<file path="src/hhlp_pkg.sv">
`default_nettype none
package hhlp_pkg;

  // Default capture capacities; one slot of each is never filled.
  localparam int PATH_CAP_DEF = 128;
  localparam int ARGS_CAP_DEF = 128;
  localparam int AUTH_CAP_DEF = 64;

  // Result kinds
  localparam logic [1:0] KIND_PATH = 2'd0;
  localparam logic [1:0] KIND_ARGS = 2'd1;
  localparam logic [1:0] KIND_AUTH = 2'd2;
  localparam logic [1:0] KIND_SUM  = 2'd3;

  // Method codes
  localparam logic [1:0] METH_NONE = 2'd0;
  localparam logic [1:0] METH_GET  = 2'd1;
  localparam logic [1:0] METH_POST = 2'd2;

  // Configuration register indexes
  localparam logic CFG_ARGS_EN = 1'b0;
  localparam logic CFG_AUTH_EN = 1'b1;

  // Prefix selectors; the higher one would win if two completed on the same byte
  localparam logic [1:0] PFX_GET  = 2'd0;
  localparam logic [1:0] PFX_POST = 2'd1;
  localparam logic [1:0] PFX_CLEN = 2'd2;
  localparam logic [1:0] PFX_AUTH = 2'd3;

  localparam logic [4:0] PFX_LEN [4] = '{5'd4, 5'd5, 5'd16, 5'd21};

  localparam logic [8*4-1:0]  GET_STR  = "GET ";
  localparam logic [8*5-1:0]  POST_STR = "POST ";
  localparam logic [8*16-1:0] CLEN_STR = "Content-Length: ";
  localparam logic [8*21-1:0] AUTH_STR = "Authorization: Basic ";

  localparam logic [7:0] CH_QUEST = 8'h3F;
  localparam logic [7:0] CH_SPACE = 8'h20;
  localparam logic [7:0] CH_ZERO  = 8'h30;
  localparam logic [7:0] CH_NINE  = 8'h39;
  localparam logic [7:0] CH_NUL   = 8'h00;

  typedef struct packed {
    logic [1:0]  kind;
    logic [7:0]  chr;
    logic [6:0]  index;
    logic [1:0]  method;
    logic [31:0] content_len;
    logic [6:0]  path_len;
    logic [6:0]  args_len;
    logic [5:0]  auth_len;
    logic        auth_basic;
    logic        last;
  } res_t;

  // Results of one accepted byte: count 0 to 2, first in a, second in b.
  typedef struct packed {
    logic [1:0] cnt;
    res_t       a;
    res_t       b;
  } push_t;

  // Character of a prefix at a position; zero beyond its end.
  function automatic logic [7:0] pfx_char(input logic [1:0] sel, input logic [4:0] pos);
    logic [7:0] c;
    c = CH_NUL;
    case (sel)
      PFX_GET:  if (pos < PFX_LEN[0]) c = GET_STR[8*(3 - int'(pos)) +: 8];
      PFX_POST: if (pos < PFX_LEN[1]) c = POST_STR[8*(4 - int'(pos)) +: 8];
      PFX_CLEN: if (pos < PFX_LEN[2]) c = CLEN_STR[8*(15 - int'(pos)) +: 8];
      PFX_AUTH: if (pos < PFX_LEN[3]) c = AUTH_STR[8*(20 - int'(pos)) +: 8];
      default:  c = CH_NUL;
    endcase
    return c;
  endfunction

endpackage
`default_nettype wire

</file>
<file path="src/hhlp_parser.sv">
`default_nettype none
module hhlp_parser
  import hhlp_pkg::*;
#(
  parameter int PATH_CAP = PATH_CAP_DEF,
  parameter int ARGS_CAP = ARGS_CAP_DEF,
  parameter int AUTH_CAP = AUTH_CAP_DEF
) (
  input  wire logic       clk,
  input  wire logic       rst_n,
  input  wire logic       cfg_we,
  input  wire logic       cfg_index,
  input  wire logic       cfg_data,
  input  wire logic       acc,
  input  wire logic       req_type,
  input  wire logic [7:0] ch,
  input  wire logic       line_end,
  output push_t           push
);

  localparam int PW = (PATH_CAP > 1) ? $clog2(PATH_CAP) : 1;
  localparam int AW = (ARGS_CAP > 1) ? $clog2(ARGS_CAP) : 1;
  localparam int UW = (AUTH_CAP > 1) ? $clog2(AUTH_CAP) : 1;
  localparam logic [PW:0] PCAP = (PW+1)'(PATH_CAP);
  localparam logic [AW:0] ACAP = (AW+1)'(ARGS_CAP);
  localparam logic [UW:0] UCAP = (UW+1)'(AUTH_CAP);

  typedef enum logic [2:0] {
    PH_PREFIX, PH_PATH, PH_ARGS, PH_CLEN, PH_AUTH, PH_SKIP
  } phase_t;

  phase_t       phase_r, phase_nxt;
  logic [4:0]   pos_r, pos_nxt;
  logic [3:0]   alive_r, alive_nxt;
  logic [1:0]   method_r, method_nxt;
  logic [31:0]  len_r, len_nxt;
  logic [PW-1:0] pcnt_r, pcnt_nxt;
  logic [AW-1:0] acnt_r, acnt_nxt;
  logic [UW-1:0] ucnt_r, ucnt_nxt;
  logic         seen_r, seen_nxt;
  logic         args_en_r, auth_en_r;

  logic         chr_v, sum_v;
  logic [1:0]   chr_kind;
  logic [6:0]   chr_idx;
  logic [3:0]   alive_v;
  logic         done_v;
  logic [1:0]   done_sel;

  // Zero-extended views so that any capacity maps onto the 7- and 6-bit fields
  logic [PW+6:0] pcnt_old_x, pcnt_new_x;
  logic [AW+6:0] acnt_old_x, acnt_new_x;
  logic [UW+6:0] ucnt_old_x, ucnt_new_x;
  res_t          stat;

  assign pcnt_old_x = {7'd0, pcnt_r};
  assign acnt_old_x = {7'd0, acnt_r};
  assign ucnt_old_x = {7'd0, ucnt_r};
  assign pcnt_new_x = {7'd0, pcnt_nxt};
  assign acnt_new_x = {7'd0, acnt_nxt};
  assign ucnt_new_x = {7'd0, ucnt_nxt};

  always_comb begin
    phase_nxt  = phase_r;
    pos_nxt    = pos_r;
    alive_nxt  = alive_r;
    method_nxt = method_r;
    len_nxt    = len_r;
    pcnt_nxt   = pcnt_r;
    acnt_nxt   = acnt_r;
    ucnt_nxt   = ucnt_r;
    seen_nxt   = seen_r;
    chr_v      = 1'b0;
    sum_v      = 1'b0;
    chr_kind   = KIND_PATH;
    chr_idx    = 7'd0;
    alive_v    = alive_r;
    done_v     = 1'b0;
    done_sel   = PFX_GET;
    if (acc && req_type) begin
      phase_nxt  = PH_PREFIX;
      pos_nxt    = 5'd0;
      alive_nxt  = 4'hF;
      method_nxt = METH_NONE;
      len_nxt    = 32'd0;
      pcnt_nxt   = '0;
      acnt_nxt   = '0;
      ucnt_nxt   = '0;
      seen_nxt   = 1'b0;
    end else if (acc) begin
      case (phase_r)
        PH_PREFIX: begin
          for (int i = 0; i < 4; i++) begin
            if (alive_r[i]) begin
              if (pos_r < PFX_LEN[i] && pfx_char(2'(i), pos_r) == ch) begin
                if (pos_r + 5'd1 == PFX_LEN[i]) begin
                  done_v   = 1'b1;
                  done_sel = 2'(i);
                end
              end else begin
                alive_v[i] = 1'b0;
              end
            end
          end
          alive_nxt = alive_v;
          if (pos_r != 5'd31) pos_nxt = pos_r + 5'd1;
          if (alive_v == 4'd0) begin
            phase_nxt = PH_SKIP;
          end else if (done_v) begin
            case (done_sel)
              PFX_GET, PFX_POST: begin
                method_nxt = (done_sel == PFX_GET) ? METH_GET : METH_POST;
                pcnt_nxt   = '0;
                phase_nxt  = PH_PATH;
              end
              PFX_CLEN: begin
                len_nxt   = 32'd0;
                phase_nxt = PH_CLEN;
              end
              default: begin
                if (auth_en_r) begin
                  seen_nxt  = 1'b1;
                  ucnt_nxt  = '0;
                  phase_nxt = PH_AUTH;
                end else begin
                  phase_nxt = PH_SKIP;
                end
              end
            endcase
          end
        end
        PH_PATH: begin
          if (ch == CH_NUL || ch == CH_SPACE) begin
            phase_nxt = PH_SKIP;
          end else if (ch == CH_QUEST) begin
            if (args_en_r) begin
              acnt_nxt  = '0;
              phase_nxt = PH_ARGS;
            end else begin
              phase_nxt = PH_SKIP;
            end
          end else if ({1'b0, pcnt_r} + 1'b1 < PCAP) begin
            chr_v    = 1'b1;
            chr_kind = KIND_PATH;
            chr_idx  = pcnt_old_x[6:0];
            pcnt_nxt = pcnt_r + 1'b1;
          end
        end
        PH_ARGS: begin
          if (ch == CH_NUL || ch == CH_SPACE) begin
            phase_nxt = PH_SKIP;
          end else if ({1'b0, acnt_r} + 1'b1 < ACAP) begin
            chr_v    = 1'b1;
            chr_kind = KIND_ARGS;
            chr_idx  = acnt_old_x[6:0];
            acnt_nxt = acnt_r + 1'b1;
          end
        end
        PH_CLEN: begin
          // Times ten as two shifts and an add; wraps modulo 2^32.
          if (ch >= CH_ZERO && ch <= CH_NINE) begin
            len_nxt = (len_r << 3) + (len_r << 1) + {28'd0, 4'(ch - CH_ZERO)};
          end else begin
            phase_nxt = PH_SKIP;
          end
        end
        PH_AUTH: begin
          if (ch == CH_NUL || ch == CH_SPACE) begin
            phase_nxt = PH_SKIP;
          end else if ({1'b0, ucnt_r} + 1'b1 < UCAP) begin
            chr_v    = 1'b1;
            chr_kind = KIND_AUTH;
            chr_idx  = ucnt_old_x[6:0];
            ucnt_nxt = ucnt_r + 1'b1;
          end
        end
        default: phase_nxt = PH_SKIP;
      endcase
      if (line_end) begin
        sum_v     = 1'b1;
        pos_nxt   = 5'd0;
        alive_nxt = 4'hF;
        phase_nxt = PH_PREFIX;
      end
    end
  end

  // Status fields always show the state after this byte.
  always_comb begin
    stat             = '0;
    stat.method      = method_nxt;
    stat.content_len = len_nxt;
    stat.path_len    = pcnt_new_x[6:0];
    stat.args_len    = acnt_new_x[6:0];
    stat.auth_len    = ucnt_new_x[5:0];
    stat.auth_basic  = seen_nxt;
  end

  always_comb begin
    push        = '0;
    push.a      = stat;
    push.b      = stat;
    push.b.kind = KIND_SUM;
    push.b.last = 1'b1;
    if (chr_v) begin
      push.a.kind  = chr_kind;
      push.a.chr   = ch;
      push.a.index = chr_idx;
      push.cnt     = sum_v ? 2'd2 : 2'd1;
    end else if (sum_v) begin
      push.a.kind = KIND_SUM;
      push.a.last = 1'b1;
      push.cnt    = 2'd1;
    end
  end

  always_ff @(posedge clk) begin
    if (!rst_n) begin
      phase_r   <= PH_PREFIX;
      pos_r     <= 5'd0;
      alive_r   <= 4'hF;
      method_r  <= METH_NONE;
      len_r     <= 32'd0;
      pcnt_r    <= '0;
      acnt_r    <= '0;
      ucnt_r    <= '0;
      seen_r    <= 1'b0;
      args_en_r <= 1'b1;
      auth_en_r <= 1'b1;
    end else begin
      phase_r  <= phase_nxt;
      pos_r    <= pos_nxt;
      alive_r  <= alive_nxt;
      method_r <= method_nxt;
      len_r    <= len_nxt;
      pcnt_r   <= pcnt_nxt;
      acnt_r   <= acnt_nxt;
      ucnt_r   <= ucnt_nxt;
      seen_r   <= seen_nxt;
      if (cfg_we && cfg_index == CFG_ARGS_EN) args_en_r <= cfg_data;
      if (cfg_we && cfg_index == CFG_AUTH_EN) auth_en_r <= cfg_data;
    end
  end

`ifndef SYNTH
  // Path and argument capture only follow a completed GET or POST prefix.
  a_capture_needs_method: assert property (@(posedge clk) disable iff (!rst_n)
    (phase_r == PH_PATH || phase_r == PH_ARGS) |-> method_r != METH_NONE)
    else $error("path or argument capture without a method");
  // Two results are always a character followed by the line summary.
  a_pair_order: assert property (@(posedge clk) disable iff (!rst_n)
    push.cnt == 2'd2 |-> (push.a.kind != KIND_SUM && !push.a.last && push.b.last))
    else $error("bad ordering of a result pair");
  // A line end always leaves the block matching prefixes again.
  a_line_restart: assert property (@(posedge clk) disable iff (!rst_n)
    (acc && !req_type && line_end) |=> (phase_r == PH_PREFIX && pos_r == 5'd0))
    else $error("prefix matching not restarted after line end");
`endif

endmodule
`default_nettype wire

</file>
<file path="src/hhlp_out_queue.sv">
`default_nettype none
module hhlp_out_queue
  import hhlp_pkg::*;
(
  input  wire logic  clk,
  input  wire logic  rst_n,
  input  wire push_t push,
  output logic       space_ok,
  output logic       out_valid,
  input  wire logic  out_ready,
  output res_t       out_res
);

  res_t       mem [4];
  logic [1:0] wr_r, wr_nxt;
  logic [1:0] rd_r, rd_nxt;
  logic [2:0] cnt_r, cnt_nxt;
  logic       pop;

  // Room for two more results, so one byte can always be taken.
  assign space_ok  = (cnt_r <= 3'd2);
  assign out_valid = (cnt_r != 3'd0);
  assign out_res   = mem[rd_r];
  assign pop       = out_valid && out_ready;

  always_comb begin
    wr_nxt  = wr_r + push.cnt;
    rd_nxt  = rd_r + {1'b0, pop};
    cnt_nxt = cnt_r + {1'b0, push.cnt} - {2'd0, pop};
  end

  always_ff @(posedge clk) begin
    if (push.cnt != 2'd0) mem[wr_r] <= push.a;
    if (push.cnt == 2'd2) mem[wr_r + 2'd1] <= push.b;
  end

  always_ff @(posedge clk) begin
    if (!rst_n) begin
      wr_r  <= 2'd0;
      rd_r  <= 2'd0;
      cnt_r <= 3'd0;
    end else begin
      wr_r  <= wr_nxt;
      rd_r  <= rd_nxt;
      cnt_r <= cnt_nxt;
    end
  end

`ifndef SYNTH
  a_no_overflow: assert property (@(posedge clk) disable iff (!rst_n)
    cnt_r <= 3'd4)
    else $error("result queue overflow");
  a_fill_tracks_ptrs: assert property (@(posedge clk) disable iff (!rst_n)
    (cnt_r[1:0] == wr_r - rd_r))
    else $error("fill count disagrees with pointers");
  a_pop_only: assert property (@(posedge clk) disable iff (!rst_n)
    (pop && push.cnt == 2'd0) |=> cnt_r == $past(cnt_r) - 3'd1)
    else $error("fill count not decremented on pop");
`endif

endmodule
`default_nettype wire

</file>
<file path="src/http_header_line_parser.sv">
`default_nettype none
// HTTP header line parser. One header byte is accepted per clock while the
// four-entry result queue holds two results or fewer; a byte yields up to two
// results (a captured character and, on the line's last byte, a summary), and
// each result is written into the queue before it can leave. The output
// side moves one result per clock while out_tready is high, so bytes carrying
// both a character and a summary fill the queue faster than it drains; with
// results draining at full speed the queue absorbs the first such bytes, and
// once it holds three results the input is held back while it drains. A
// new-request item (tuser set) clears all parse state and gives no result.
// Configuration writes are always taken at once.
module http_header_line_parser
  import hhlp_pkg::*;
#(
  parameter int PATH_CAP = PATH_CAP_DEF,
  parameter int ARGS_CAP = ARGS_CAP_DEF,
  parameter int AUTH_CAP = AUTH_CAP_DEF
) (
  input  wire logic        clk,
  input  wire logic        rst_n,
  input  wire logic        cfg_valid,
  output logic             cfg_ready,
  input  wire logic        cfg_index,
  input  wire logic        cfg_data,
  input  wire logic        in_tvalid,
  output logic             in_tready,
  input  wire logic [7:0]  in_tdata,  // ch
  input  wire logic        in_tuser,  // req_type
  input  wire logic        in_tlast,  // line_end
  output logic             out_tvalid,
  input  wire logic        out_tready,
  // out_char, out_index, method, content_len, path_len, args_len, auth_len,
  // auth_basic, then zero fill
  output logic [71:0]      out_tdata,
  output logic [1:0]       out_tuser, // out_kind
  output logic             out_tlast  // last
);

  push_t push;
  res_t  res;
  logic  space_ok;
  logic  acc;

  assign cfg_ready = 1'b1;
  assign in_tready = space_ok;
  assign acc       = in_tvalid && space_ok;

  hhlp_parser #(
    .PATH_CAP (PATH_CAP),
    .ARGS_CAP (ARGS_CAP),
    .AUTH_CAP (AUTH_CAP)
  ) u_parser (
    .clk       (clk),
    .rst_n     (rst_n),
    .cfg_we    (cfg_valid),
    .cfg_index (cfg_index),
    .cfg_data  (cfg_data),
    .acc       (acc),
    .req_type  (in_tuser),
    .ch        (in_tdata),
    .line_end  (in_tlast),
    .push      (push)
  );

  hhlp_out_queue u_queue (
    .clk       (clk),
    .rst_n     (rst_n),
    .push      (push),
    .space_ok  (space_ok),
    .out_valid (out_tvalid),
    .out_ready (out_tready),
    .out_res   (res)
  );

  assign out_tdata = {2'b00, res.auth_basic, res.auth_len, res.args_len, res.path_len,
                      res.content_len, res.method, res.index, res.chr};
  assign out_tuser = res.kind;
  assign out_tlast = res.last;

endmodule
`default_nettype wire
</file>
<file path="config.mk">
export PLATFORM = sky130hd
export DESIGN_NAME = http_header_line_parser
export DESIGN_NICKNAME = d
export VERILOG_FILES = /design/src/hhlp_pkg.sv /design/src/hhlp_parser.sv /design/src/hhlp_out_queue.sv /design/src/http_header_line_parser.sv
export SDC_FILE = /design/constraint.sdc
export NUM_CORES = 1
export LEC_CHECK = 0
export BUFFER_PORTS_ARGS = -buffer_cell sky130_fd_sc_hd__buf_2
export CORE_ASPECT_RATIO = 2
export CORE_UTILIZATION = 35
export CTS_CLUSTER_DIAMETER = 60
export DETAILED_ROUTE_END_ITERATION = 6
export GPL_TIMING_DRIVEN = 0
export SETUP_SLACK_MARGIN = 0.2
export SYNTH_ARGS = -nofsm -noshare
export SYNTH_HDL_FRONTEND = slang
export SYNTH_SLANG_ARGS = --single-unit
</file>
<file path="constraint.sdc">
create_clock -name clk -period 10.6 [get_ports clk]
set_input_delay 2.12 -clock clk [delete_from_list [all_inputs] [get_ports clk]]
set_output_delay 2.12 -clock clk [all_outputs]
set_load 0.01 [all_outputs]
</file>
==> results of run 1 <==
## placed cells by master, fill, tap and decap left out, drive strengths merged, types with 20 or more instances in the layout
master  count
nor2      236
edfxtp    220
dfxtp     148
buf       130
clkbuf    130
nand2     114
nor3      112
o21ai      95
ha         80
mux4       73
a21oi      62
nand3      54
inv        38
a22o       34
xnor2      34
a22oi      28
a211oi     24
a21o       24
and2       21
a31oi      20
clkinv     20
## logic make-up after synthesis
kind of cell | count (synthesis) | share of synthesized area (%)
other | 2 | 0.03873
adders and majority gates | 85 | 5.576
xor gates and xnor gates | 45 | 2.072
buffers and inverters | 162 | 3.382
and+or+nand+nor | 649 | 15.82
DFF | 368 | 49.35
AOI/OAI and AO/OA | 407 | 14.49
muxes | 88 | 9.260
## cell type report
type                    instances  area, um^2
multi-input cells            1277        9168
fillers                      5271       32570
clock buffers                  42       943.4
well taps                     676       845.8
inverters                      38       152.6
repair buffers                 94       560.5
clock inverters                22       177.7
plain buffers                 124       514.2
flip-flops and latches        368        9569
## sequential cells by signal (all words and copies together), names as in the netlist
register and flops:
u_parser.phase_r 3, u_parser.auth_en_r 1, u_parser.method_r 2, u_parser.seen_r 1, u_queue.cnt_r 3, u_parser.pos_r 5, u_parser.len_r 32, u_parser.args_en_r 1
u_parser.acnt_r 7, u_queue.wr_r 2, u_parser.alive_r 4, u_parser.ucnt_r 6, u_queue.rd_r 2, u_parser.pcnt_r 7, u_queue.mem 292
## routing by layer
| layer | routed length, um | up-vias | part of all wire, % | track usage (%) |
|---|---|---|---|---|
| li1 | - | 7075 | - | - |
| met1 | 21630 | 7671 | 32 | 22.64 |
| met2 | 36570 | 554 | 55 | 46.38 |
| met3 | 2884 | 226 | 4.3 | 2.620 |
| met4 | 5716 | 4 | 8.6 | 18.76 |
| met5 | 26 | - | 0.039 | 0 |
## power by group
part	total, mW	leakage (nW)	internal [mW]	switching, mW
Combinational	0.828	3.89	0.317	0.511
Sequential	1.59	3.45	1.56	0.0225
Clock	1.26	0.553	0.671	0.585
## worst reg2reg max path: cells and delay by family, from the launching register on
family,cells,cell delay (ps)
buf+inv,5,2220
simple gates,9,1760
flops,1,420
compound gates,1,340
fa+ha+maj,1,310
## worst max-delay path by stage
stage	from	endpoint	cells past startpoint
final	in_tdata[7]	u_queue.mem[0][21]	17
after global routing	in_tdata[7]	u_queue.mem[2][51]	18
after CTS	in_tdata[7]	u_queue.mem[0][33]	17
after detailed placement	in_tdata[7]	u_queue.mem[0][33]	17
after global placement	in_tdata[6]	u_queue.mem[0][51]	17
after floorplan	in_tdata[6]	u_queue.mem[0][51]	16
## stage by stage
stage	std cells	setup slack, ps	total power, mW	utilization (%)
2_1_floorplan	1807	4126	2.122	-
3_3_place_gp	2573	1034	2.443	37.96
3_5_place_dp	2577	2808	2.453	38.18
4_1_cts	2641	3388	3.690	40.24
5_1_grt	2641	3066	3.785	40.24
6_report	2641	3388	3.670	40.24
==> impl_metrics.csv, run 1 <==
group,metric,value,unit
synthesis,yosysTopAreaCell,"edfxtp_1",
synthesis,synth_most_common_cell,"nor2_1",
route,drtIter0Drc,1163,
setup_path,arrival,7500,ps
grt,grt_use_total,24.01,%
grt,grt_pass1_wl,100.1,mm
sta,slew_headroom,22.09,%
setup_path,crit_type,"in2reg",
cts,clockBufferDepth,3,
cts,cts_resized,0,
synthesis,yosys_warnings,0,
power,power_density,167.3,nW/um^2
setup_path,worstPathRequired,10890,ps
setup_path,crit_chain,"clkbuf_1 > nor4bb_1 > and4_1 > nor2_1 > nand2_1 > nor2_1 > o31ai_1 > clkbuf_1 > ha_1 > or3_1 > and2_1 > clkbuf_1 > inv_4 > buf_16 > nand2_1 > clkbuf_1 > nor2_1",
min_path,hold_end,"u_queue.mem[3][56]",
sta,fin_tns_setup,0,ps
synthesis,synthesis.area,19390,um^2
sta,period_minus_slack,7212,ps
cts,cts_tree,"yes",
die,initial_core_util,35.57,%
setup_path,critPathSlowestCell,"clkbuf_1",
sta,rsz0062_at_grt,"false",
synthesis,synthArstFlopShare,0,%
finish,insertedDiodeCount,0,
cts,clock_sinks,368,
sta,hold_viol,0,
finish,drive_above_1_share,14.05,%
die,io_pins,95,
setup_path,cpPeakStageDelay,680,ps
synthesis,synth_top_area_share,34.07,%
die,die_h,334.9,um
route,routed_wl,66.83,mm
cts,cts.clk_slew.worst_paths,70,ps
die,core,54500,um^2
cts,cts_root_buffer,"clkbuf_16",
grt,gr-total-overflow,0,
synthesis,synthCells,1806,
setup_path,rrSetupSlack,5290,ps
cts,h-tree-depth,2,
sta,fin_skew,26.12,ps
synthesis,synth_edf_count,220,
sta,period_share,68.03,%
cts,hold_buffers,0,
route,firstDrtPassIters,5,
run_status,outcome,"complete, no violations",
grt,grt_pass1_vias,16243,
sta,slew_violations,0,
setup_path,rr_startpoint,"u_parser.acnt_r[2]",
die,num_rows,121,
cts,clkLatencyLatePin,570,ps
grt,grt_max_degree,45,
synthesis,synth_ff_type,"edfxtp_1",
synthesis,seq_area_frac_synth,49.35,%
cts,numCtsBuffers,35,
sta,holdWs,456.8,ps
min_path,hold_start,"u_queue.mem[3][56]",
power,power.static_leakage,7.891,nW
setup_path,worst-r2r-cell-count,16,
sta,tightest_slew,1169,ps
die,die_w,168.4,um
power,max-vdd-ir-drop,0.09632,mV
placed_design,io_buffers,90,
finish,area_growth,13.11,%
synthesis,synth_area_leaders,"edfxtp_1, dfxtp_1, mux4_2, ha_1, nor2_1",
setup_path,critPathBufInv,6,
finish,design_area,21930,um^2
min_path,hp-class,"reg2reg",
min_path,min_path_cells,2,
die,die_area,56400,um^2
synthesis,synth_area_per_cell,10.74,um^2
setup_path,crit_fanout,44,
setup_path,cp-start-kind,"primary input",
grt,antenna_found_initial,3,
route,vias_per_cell,5.880,
setup_path,cp_top_family,"buffers and inverters",
flow_run,maxCapViolations,0,
setup_path,path_common_cell,"clkbuf_1",
placed_design,place_hpwl,50.30,mm
sta,fmax,138.7,MHz
setup_path,critPathCaptureType,"register",
cts,cts_setup_buffers,0,
sta,finalSetupViolCount,0,
route,via_count,15530,
synthesis,yosysUniqueCellTypes,93,
finish,nNetsFinal,2038,
placed_design,place.gp.congestion,1.031,
route,wl_per_cell,25.30,um
setup_path,rr_endpoint,"u_queue.mem[0][21]",
placed_design,place_area,20810,um^2
synthesis,ys_seq_elements,368,
route,drtAntennaViolNets,0,
route,route.detailed.drc,0,
synthesis,synth_common_cells,"nor2_1, edfxtp_1, dfxtp_1",
Note: power is estimated with default switching activity, not from simulation.
==> inputs of run 2 (changes only) <==
ABC_AREA = 1   (was default)
clock period = 7.4 ns   (was 10.6 ns; I/O delays follow)
==> impl_metrics.csv, run 2 <==
group,metric,value,unit
grt,antenna_found_initial,0,
setup_path,arrival,6230,ps
cts,clockBufferDepth,3,
grt,use_met3,1.839,%
setup_path,cp-start-kind,"primary input",
power,intPower,4.213,mW
die,die_w,171.7,um
setup_path,critPathCaptureType,"register",
finish,layout_commonest_cell,"nor2_1",
route,firstDrtPassIters,6,
sta,fmax,169.0,MHz
power,max-vdd-ir-drop,0.1701,mV
synthesis,synth_edf_count,220,
finish,area_growth,12.80,%
cts,hold_buffers,0,
finish,design_area,22730,um^2
finish,multiInputGateArea,9384,um^2
grt,grt_util_met2,47.84,%
synthesis,yosysUniqueCellTypes,63,
die,num_rows,124,
power,comb_power_share,41.3,%
die,initial_core_util,35.30,%
synthesis,synthArstFlopShare,0,%
cts,h-tree-depth,1,
cts,cts_tree,"yes",
cts,clock_sinks,368,
synthesis,synthesis.area,20150,um^2
finish,reg.largest.list,"u_queue.mem (292), u_parser.len_r (32)",
power,switchingPower,3.058,mW
grt,grt_pass1_wl,108.7,mm
setup_path,crit_type,"in2reg",
sta,rsz0062_at_grt,"false",
route,via_count,18420,
route,drtAntennaViolNets,0,
sta,tightest_slew,1072,ps
cts,cts_setup_buffers,0,
synthesis,yosysTopAreaCell,"edfxtp_1",
placed_design,place_area,21680,um^2
placed_design,place.gp.congestion,1.004,
sta,hold_viol,0,
die,die_area,58600,um^2
synthesis,yosys_warnings,0,
setup_path,worstPathRequired,7710,ps
grt,grt_pass1_vias,18826,
route,route.detailed.drc,0,
grt,gr-total-overflow,0,
die,die_h,341.4,um
power,sequentialPowerShare,34.8,%
die,core,57090,um^2
finish,seqCellArea,9569,um^2
power,power.static_leakage,8.585,nW
sta,fin_skew,15.12,ps
synthesis,ys_seq_elements,368,
cts,numCtsBuffers,31,
cts,cts_root_buffer,"clkbuf_16",
sta,slew_violations,0,
grt,grtUsageMet1,23.87,%
synthesis,synth_top_area_share,32.78,%
placed_design,io_buffers,89,
cts,clkLatencyLatePin,600,ps
synthesis,seq_area_frac_synth,47.48,%
sta,finalSetupViolCount,0,
finish,top_register,"u_queue.mem",
min_path,hp-class,"reg2reg",
sta,fin_tns_setup,0,ps
route,vias_per_cell,5.463,
cts,cts_resized,0,
synthesis,synth_area_per_cell,8.176,um^2
die,io_pins,95,
route,routed_wl,72.93,mm
synthesis,synth_common_cells,"nor2_1, nand2_1, o21ai_0",
power,p_sw_share,42.06,%
finish,drive_above_1_share,10.13,%
synthesis,synth_most_common_cell,"nor2_1",
placed_design,place_hpwl,55.73,mm
finish,insertedDiodeCount,0,
sta,period_share,79.94,%
flow_run,maxCapViolations,0,
run_status,outcome,"complete, no violations",
finish,largest_reg_flops,292,
route,wl_per_cell,21.63,um
sta,period_minus_slack,5916,ps
synthesis,synthCells,2465,
power,power_density,319.9,nW/um^2
grt,grt_max_degree,36,
synthesis,synth_area_leaders,"edfxtp_1, dfxtp_1, nor2_1, o21ai_0, nand2_1",
route,drtIter0Drc,1521,
setup_path,crit_fanout,34,
finish,mostFrequentLayoutCells,"nor2_1, nand2_1, o21ai_0",
cts,cts.clk_slew.worst_paths,70,ps
grt,gr-max-usage-layer,"met2",
grt,grt_use_total,24.99,%
finish,fill_cells,5886,
sta,slew_headroom,27.77,%
power,clkPwrFrac,23.9,%
synthesis,synth_ff_type,"edfxtp_1",
finish,nNetsFinal,2692,
[run 2: stage by stage]
step	power [mW]	instances	setup WS [ps]	utilization [%]	hold slack, ps
finish	7.272	3372	1484	39.81	459.5
global route	7.652	3372	1354	39.81	475.0
CTS	7.267	3372	1630	39.81	458.0
detailed placement	5.558	3315	1034	37.97	440.1
global placement	5.502	3311	-1102	37.74	433.3
floorplan	4.440	2466	2042	-	423.1
[run 2: worst paths after layout]
path	start	end	slack, ps	cells after the start
setup / recovery	in_tdata[3]	u_queue.mem[0][3]	1480	18
hold / removal	u_queue.mem[2][69]	u_queue.mem[2][69]	460	2
setup reg to reg	u_parser.phase_r[2]	u_queue.mem[3][62]	2340	15
hold reg to reg	u_queue.mem[2][69]	u_queue.mem[2][69]	460	2
[run 2: cell families after synthesis]
| family | after synthesis | synth area share (%) |
|---|---|---|
| and+or+nand+nor | 1080 | 22.47 |
| DFF | 368 | 47.48 |
| adders and majority gates | 83 | 5.265 |
| xor gates and xnor gates | 26 | 1.130 |
| AOI/OAI and AO/OA | 600 | 17.49 |
| buffers and inverters | 306 | 6.122 |
| other | 2 | 0.03726 |
[run 2: area by class of cell]
cell class	count	area share (%)
Sequential cell	368	42.10
Clock inverter	19	0.9577
Timing Repair Buffer	93	2.411
Tap cell	756	4.161
Inverter	179	2.967
Buffer	127	2.460
Multi-Input combinational cell	1792	41.28
Clock buffer	38	3.666
[run 2: worst max-delay path: stages]
cell and delay, ps:
buf_2 140, buf_2 300, inv_1 200, nor4_2 870
nor2_1 80, inv_1 160, nor2_1 80, nand2_2 190
nand3_1 130, nand3_2 150, ha_1 240, nor3_1 100
inv_1 340, nand2_4 360, buf_16 330, inv_2 260
clkbuf_1 640, nor2_1 130
[run 2: power by group through the flow]
| stage | Combinational [mW] | Clock [mW] | Sequential, mW |
|---|---|---|---|
| after floorplan | 1.92 | 0 | 2.52 |
| after global placement | 2.93 | 0 | 2.57 |
| after detailed placement | 2.99 | 0 | 2.57 |
| after CTS | 3.00 | 1.74 | 2.52 |
| after global routing | 3.29 | 1.81 | 2.55 |
| final | 3.01 | 1.74 | 2.53 |
[run 2: metal layers]
layer / part of all wire, % / up-vias
li1: - / 8714
met1: 33 / 8715
met2: 54 / 701
met3: 4.2 / 290
met4: 8.5 / 0
met5: 0 / -
==> inputs of run 3 (changes only) <==
clock period = 5.1 ns   (was 7.4 ns; I/O delays follow)
==> impl_metrics.csv, run 3 (synthesized netlist as in run 2, its figures left out) <==
group,metric,value,unit
finish,drive_above_1_share,11.53,%
die,die_area,58600,um^2
cts,h-tree-depth,1,
setup_path,arrival,3710,ps
min_path,hp-class,"reg2reg",
die,die_w,171.7,um
finish,fill_cells,5883,
setup_path,critPathCaptureType,"output port",
grt,grt_pass1_vias,18826,
cts,clock_sinks,368,
power,power_density,462.2,nW/um^2
cts,clockBufferDepth,3,
finish,reg.largest.list,"u_queue.mem (292), u_parser.len_r (32)",
placed_design,place_hpwl,55.73,mm
setup_path,crit_type,"reg2out",
grt,grt_max_degree,36,
route,vias_per_cell,5.459,
power,power.static_leakage,8.681,nW
sta,period_minus_slack,4733,ps
finish,largest_reg_flops,292,
cts,cts.clk_slew.worst_paths,70,ps
placed_design,dp_slack,-806.5,ps
route,wl_per_cell,21.70,um
sta,rsz0062_at_grt,"false",
cts,cts_root_buffer,"clkbuf_16",
sta,fmax,211.3,MHz
sta,fin_skew,13.95,ps
sta,hold_viol,0,
flow_run,maxCapViolations,0,
cts,numCtsBuffers,31,
placed_design,io_buffers,89,
route,routed_wl,73.28,mm
setup_path,rrSetupSlack,410,ps
die,core,57090,um^2
die,io_pins,95,
finish,layout_commonest_cell,"nor2_1",
cts,cts_tree,"yes",
grt,gr-total-overflow,0,
finish,top_register,"u_queue.mem",
route,via_count,18429,
placed_design,place.gp.congestion,1.004,
sta,slew_violations,0,
sta,slew_headroom,27.58,%
run_status,outcome,"complete, no violations",
route,firstDrtPassIters,5,
setup_path,cp-start-kind,"register",
sta,finalSetupViolCount,0,
finish,nNetsFinal,2695,
setup_path,worstPathRequired,4080,ps
power,max-vdd-ir-drop,0.2464,mV
grt,grt_use_total,24.94,%
route,drtIter0Drc,1513,
route,drtAntennaViolNets,0,
die,die_h,341.4,um
sta,tightest_slew,1075,ps
setup_path,crit_fanout,10,
finish,mostFrequentLayoutCells,"nor2_1, nand2_1, o21ai_0",
cts,clkLatencyLatePin,600,ps
grt,grt_pass1_wl,108.5,mm
die,num_rows,124,
sta,period_share,92.80,%
route,route.detailed.drc,0,
cts,hold_buffers,0,
sta,fin_tns_setup,0,ps
finish,area_growth,13.52,%
die,initial_core_util,35.30,%
sta,layout_setup_ws,367.1,ps
grt,antenna_found_initial,0,
-- run 3: cell count changes in the layout (fill, tap and decap cells not counted), moves of 3 or more --
cell / change
clkbuf_1: -28
nand2_4: -3
clkbuf_2: +27
nor3_1: -3
nand2_8: +4
-- run 3: report_power, final --
part           switching (mW)  leakage [nW]  internal (mW)  total (mW)
clock                    1.14         0.515           1.38        2.52
sequential              0.228          3.14           3.44        3.67
combinational            3.08          5.02           1.30        4.39
-- run 3: final cells by class --
type | count | area [um^2] | share of cell area [%]
Clock inverter | 19 | 217.7 | 0.9516
Buffer | 127 | 596.8 | 2.609
Inverter | 179 | 674.4 | 2.948
Clock buffer | 38 | 833.3 | 3.642
Tap cell | 756 | 945.9 | 4.135
Timing Repair Buffer | 95 | 565.5 | 2.472
Antenna cell | 1 | 2.502 | 0.01094
Multi-Input combinational cell | 1793 | 9473 | 41.41
Sequential cell | 368 | 9569 | 41.83
-- run 3: what timing repair did --
item | CTS | global route
buffers inserted | 0 | 2
endpoints found under the setup margin | 280 | 271
resized for setup | 18 | 44
cloned | 0 | 1
pin swaps | 0 | 3
-- run 3: critical path, stage by stage, from the launching register on --
cell      delay (ps)
dfxtp_1          390
clkbuf_1         640
clkbuf_1         810
clkbuf_1         620
nor2_1           110
o22ai_1          330
buf_2            210
-- run 3: final timing paths --
path / to / depth (start not counted) / from
setup / recovery: out_tdata[16] / 6 / u_queue.rd_r[0]
hold / removal: u_queue.mem[2][69] / 2 / u_queue.mem[2][69]
setup reg to reg: u_queue.mem[1][3] / 14 / u_queue.cnt_r[1]
hold reg to reg: u_queue.mem[2][69] / 2 / u_queue.mem[2][69]
-- run 3: per-stage QoR --
step                      total power [mW]  util [%]  cells  hold WS [ps]  cell area, um^2
after floorplan                      6.442         -   2466         423.1            20160
after global placement               7.982     37.74   3311         433.3            21550
after detailed placement             8.063     37.97   3315         440.1            21680
after CTS                            10.55     39.93   3372         458.0            22800
after global routing                 11.13     40.07   3375         475.0            22880
final                                10.57     40.07   3376         458.2            22880
-- run 3: routing by layer --
layer	wire length [um]	GRT usage, %	share of wire, %
met1	24200	23.76	33
met2	39830	47.91	54
met3	3112	1.700	4.2
met4	6136	20.09	8.4
met5	0	0	0
